## src/rtl/tvi_pkg.sv

```systemverilog
// Shared types, constants and helpers for the trilinear voxel interpolation core.
// No dependencies; used by tvi_lane, tvi_merge, the top level and the bench.
package tvi_pkg;

	localparam int COORD_W       = 28;
	localparam int VOX_W         = 32;
	localparam int DIM_W         = 13;
	localparam int KIND_W        = 3;
	localparam int CFG_IDX_W     = 2;
	localparam int CFG_DATA_W    = 13;
	localparam int AXES          = 3;
	localparam int LANES         = 8;
	localparam int DIM_MAX_DEF   = 4096;
	localparam int FRAC_BITS_DEF = 16;

	typedef enum logic [KIND_W-1:0] {
		KIND_U8  = 3'd0,
		KIND_S8  = 3'd1,
		KIND_U16 = 3'd2,
		KIND_S16 = 3'd3,
		KIND_S32 = 3'd4
	} voxel_kind_t;

	typedef enum logic [CFG_IDX_W-1:0] {
		REG_DEPTH  = 2'd0,
		REG_WIDTH  = 2'd1,
		REG_HEIGHT = 2'd2,
		REG_KIND   = 2'd3
	} cfg_reg_t;

	typedef struct packed {
		logic s2;
		logic s3;
		logic s4;
	} lane_en_t;

	typedef struct packed {
		logic s5;
		logic s6;
		logic s7;
	} merge_en_t;

	function automatic logic signed [VOX_W-1:0] decode_voxel(
		input logic [VOX_W-1:0]  raw,
		input logic [KIND_W-1:0] kind
	);
		logic signed [VOX_W-1:0] v;
		case (kind)
			KIND_U8:  v = $signed(VOX_W'(raw[7:0]));
			KIND_S8:  v = VOX_W'($signed(raw[7:0]));
			KIND_U16: v = $signed(VOX_W'(raw[15:0]));
			KIND_S16: v = VOX_W'($signed(raw[15:0]));
			default:  v = $signed(raw);
		endcase
		return v;
	endfunction

	function automatic logic kind_known(input logic [KIND_W-1:0] kind);
		return kind <= KIND_W'(KIND_S32);
	endfunction

endpackage

```

## src/rtl/tvi_merge.sv

```systemverilog
// Registered adder tree that sums the eight lane terms in three stages.
// Depends on tvi_pkg for the lane count and stage enables.
module tvi_merge #(
	parameter int FRAC_BITS = tvi_pkg::FRAC_BITS_DEF
) (
	input  logic                                        clk,
	input  tvi_pkg::merge_en_t                          en,
	input  logic signed [tvi_pkg::VOX_W+3*FRAC_BITS:0]  term [tvi_pkg::LANES],
	output logic signed [tvi_pkg::VOX_W+3*FRAC_BITS:0]  sum
);

	localparam int TERM_W = tvi_pkg::VOX_W + 3 * FRAC_BITS + 1;

	logic signed [TERM_W-1:0] sum_s5 [4];
	logic signed [TERM_W-1:0] sum_s6 [2];
	logic signed [TERM_W-1:0] sum_s7;

	always_ff @(posedge clk) begin
		if (en.s5) begin
			for (int i = 0; i < 4; i++) begin
				sum_s5[i] <= term[2*i] + term[2*i+1];
			end
		end
		if (en.s6) begin
			for (int i = 0; i < 2; i++) begin
				sum_s6[i] <= sum_s5[2*i] + sum_s5[2*i+1];
			end
		end
		if (en.s7) begin
			sum_s7 <= sum_s6[0] + sum_s6[1];
		end
	end

	assign sum = sum_s7;

endmodule

```

## config.mk

```make
export PLATFORM = sky130hd
export DESIGN_NAME = tvi_merge
export DESIGN_NICKNAME = d
export VERILOG_FILES = /design/src/rtl/tvi_pkg.sv /design/src/rtl/tvi_merge.sv
export SDC_FILE = /design/constraint.sdc
export NUM_CORES = 2
export LEC_CHECK = 0
export BUFFER_PORTS_ARGS = -buffer_cell sky130_fd_sc_hd__buf_2
export CAP_MARGIN = 10
export CORE_MARGIN = 2
export CORE_UTILIZATION = 60
export CTS_CLUSTER_DIAMETER = 200
export DETAILED_ROUTE_END_ITERATION = 10
export PLACE_DENSITY = 0.83
export SLEW_MARGIN = 20
export SYNTH_ARGS = -nofsm -noshare
export SYNTH_HDL_FRONTEND = slang
export SYNTH_SLANG_ARGS = --single-unit
export TNS_END_PERCENT = 10
```

## constraint.sdc

```tcl
create_clock -name clk -period 6.19 [get_ports clk]
set_input_delay 0.619 -clock clk [delete_from_list [all_inputs] [get_ports clk]]
set_output_delay 0.619 -clock clk [all_outputs]
set_load 0.03 [all_outputs]
```

==> summary.md <==
| Metric | Value |
|---|---|
| CTS tree | yes |
| Layout cell share with drive strength beyond 1 | 14.4% |
| IO Port Bufs | 732 |
| Worst vdd ir | 0.339 mV |
| Yosys top cell area share | 33.9% |
| Via density | 6.54 |
| Clock group share of total power | 16.6% |
| Measured slew at the worst slew-check pin | 1080 ps |
| Most common flop cell mapped by yosys | edfxtp_1 |
| Worst relative slew slack | 27.5% |
| R2R Setup Slk | 1720 ps |
| Critical path class | reg2reg |
| Max Cap Viol | 0 |
| Sw power | 10.1 mW |
| Critical path cell sequence | ha_1, a21o_1, o21ba_1, o21a_1, o21ai_1, a21boi_1, o21a_1, o311ai_1, a221oi_1, o21ai_1, xor2_1 |
| Hold_sp | term[405] |
| Number of remaining DRC errors | 0 |
| Gate power share | 53.3% |
| Final hold viol count | 0 |
| H-tree levels | 2 |
| R2R depth | 11 |
| Clock tree root buffer cell | clkbuf_16 |
| DRT iter0 DRCs | 5,170 |
| Via count | 47,150 |
| Worst Hold Path Cells | 2 |
| Initial Util | 60.3% |
| Place WS | 1530 ps |
| Status | finished, final reports clean |
| CTS resizes | 0 |
| WL per Instance | 22.9 µm |
| CP max stage delay | 550 ps |
| Final max-slew violation count | 0 |
| Cell Area, Synth | 0.0502 mm² |
| CP Max Fanout | 9 |
| Fin Clk Skew | 22.4 ps |
| Highest metal used | met5 |
| Synth area leader | edfxtp_1 |
| Largest net degree at the start of global routing | 175 |
| Hpwl dp | 136,000 µm |
| Top-count cell post-synth | a21oi_1 |
| Antenna Violating Nets Remaining | 0 |
| Synth warn | 0 |
| PD cells | 400 mW/mm² |
| Switch share | 44.8% |
| Clock-pin slew on the worst setup and hold paths | 60 ps |
| Synth Register Bits | 567 |
| CTS Sinks | 567 |
| Syn_area_per_cell | 9.10 µm² |
| Async set-reset flop share out of synthesis | 0% |
| CP max stage cell | edfxtp_1 |
| Vert. Die Dim | 293 µm |
| Hold Path End | sum_s5[1][0] |
| Crit path required time | 6550 ps |
| Max Buffers Root-to-Sink | 3 |
| Max Clk Rate | 224 MHz |
| Nets | 7,295 |
| DR WL met2 | 73,800 µm |
| Gr usage total | 36.9% |
| Detailed Routing Iterations Pass 1 | 6 |
| Rows | 106 |
| Leakage | 24.2 nW |
| Hold WC Path Type | in2reg |
| EDFF count, synth | 567 |
| DIE AREA | 0.0860 mm² |
| Post-layout minimum cycle time | 4470 ps |
| CP Data Arrival Time | 4820 ps |
| Final WL | 165,000 µm |
| RSZ-0062 raised after global routing | no |
| Post-Syn Instances | 5,519 |
| Final Cycle Share | 72.2% |
| Hold-fix buffers, CTS | 0 |
| Congestion Overflow GR | 0 |
| Area delta synth->final | 12.3% |
| Syn Nets | 6,738 |
| Top cells by area, synth | edfxtp_1 (34%), ha_1 (14%), a21oi_1 (7.0%) |
| Worst setup SP type | register |
| Skew-Pair Late Insertion Delay | 640 ps |
| Die Wd | 293 µm |
| CP bufs+invs | 0 |
| Pint | 12.5 mW |
| Num CTS Buffers | 58 |
| Global-route wire length before repair | 248,000 µm |
| FF-to-FF End | sum[46] |
| Met3 wire length | 15,600 µm |
| Setup TNS | 0 ps |
| Vias in the first global route | 43,534 |
| Yosys cell types | 98 |
| Final setup fails | 0 |
| Top-level I/O count | 733 |
| Core region area | 0.0833 mm² |
| Gp weighted congestion | 1.02 |
| Initial antenna violation count | 8 |
| R2R Path Start | sum_s6[0][92] |
| Seq/Total Area, Yosys | 33.9% |
| # Post-CTS Setup Buffers | 0 |
| CP Capture Type | register |
| Power share of the sequential group | 30.1% |
| Wl on met1 | 70,100 µm |
| Family with the most delay on the worst path | compound AO/OA/AOI/OAI gates |
| Setup slack after layout | 1720 ps |
| Most frequent cells after synthesis | a21oi_1 (706), edfxtp_1 (567), ha_1 (560), nand2_1 (443), xnor2_1 (334) |
[worst register-to-register path: stages (launching register included)]
cell	delay (ps)
edfxtp_1	550
ha_1	520
a21o_1	180
o21ba_1	160
o21a_1	170
o21ai_1	520
a21boi_1	250
o21a_1	310
o311ai_1	520
a221oi_1	240
o21ai_1	290
xor2_1	490
[how the worst max path moves through the flow]
stage             startpoint            end  slack (ps)  depth (start not counted)
5_1_grt         sum_s6[0][0]        sum[50]        1580                         13
2_1_floorplan      term[324]  sum_s5[1][72]        2300                         13
4_1_cts         sum_s5[1][0]  sum_s6[0][74]        1960                         12
3_5_place_dp       term[423]  sum_s5[1][79]        1530                         12
3_3_place_gp       term[179]  sum_s5[2][75]        1600                         12
6_report       sum_s6[0][92]        sum[46]        1720                         11
[kinds of logic (layout without fill, tap and decap cells)]
group | Yosys count | in the layout | share of synthesized area [%]
xor+xnor | 550 | 550 | 9.59
simple gates | 1412 | 1412 | 13.8
other cells | 0 | 4 | 0
flops | 567 | 567 | 33.9
fa+ha+maj | 567 | 567 | 14.2
buf+inv | 392 | 996 | 2.99
mux | 2 | 2 | 0.0399
compound gates | 2029 | 2029 | 25.5
[area by class of cell]
cell class,instances,area [µm²]
multi-input combinational,4560,31700
antenna,4,10.0
inverter,154,578
clock buffer,68,1510
timing repair buffer,735,3720
clock inverter,39,485
sequential,567,17000
tap,1080,1350
fill,6837,26900
[state kept, by name (all words and copies together), names as in the netlist]
| signal | cells |
|---|---|
| sum_s5 | 324 |
| sum | 81 |
| sum_s6 | 162 |
[power groups by stage]
stage	sequential, mW	combinational, mW	clock (mW)
after floorplan	6.87	7.63	0
after global placement	6.82	11.5	0
after detailed placement	6.84	11.6	0
after CTS	6.77	11.7	3.77
after global routing	6.84	12.9	3.90
final	6.80	12.0	3.74
[per-stage QoR]
step                      cell area, µm²  hold WS [ps]  total power, mW  cells  util (%)
after global routing               56400           299             23.7   7203      67.7
after global placement             54400           549             18.4   7096      65.3
final                              56400           293             22.6   7207      67.7
after CTS                          56400           267             22.2   7203      67.7
after floorplan                    50200           513             14.5   5519         -
after detailed placement           54400           537             18.4   7096      65.3
[cells in the final DEF (no fill, tap or decap), drive strengths merged, types with 14 or more instances in the layout]
cell and count:
a211o 16, a211oi 44, a21boi 42, a21o 326
a21oi 708, a221oi 26, a31o 15, a31oi 79
a41oi 14, and2 24, and3 36, and4 22
buf 735, clkbuf 68, clkinv 18, edfxtp 567
ha 560, inv 162, nand2 443, nand2b 56
nand3 82, nand4 214, nor2 289, nor2b 47
nor3 92, nor4 23, o211ai 34, o21a 55
o21ai 384, o21bai 128, o221ai 14, o31ai 45
or2 21, or3 27, xnor2 334, xor2 216
[layer usage]
metal | up-vias | global-route usage, %
met2 | 2426 | 58.1
met5 | - | 0
li1 | 22057 | -
met3 | 362 | 5.20
met4 | 6 | 12.1
met1 | 22299 | 52.4
Power figures use the tool's default switching activity.
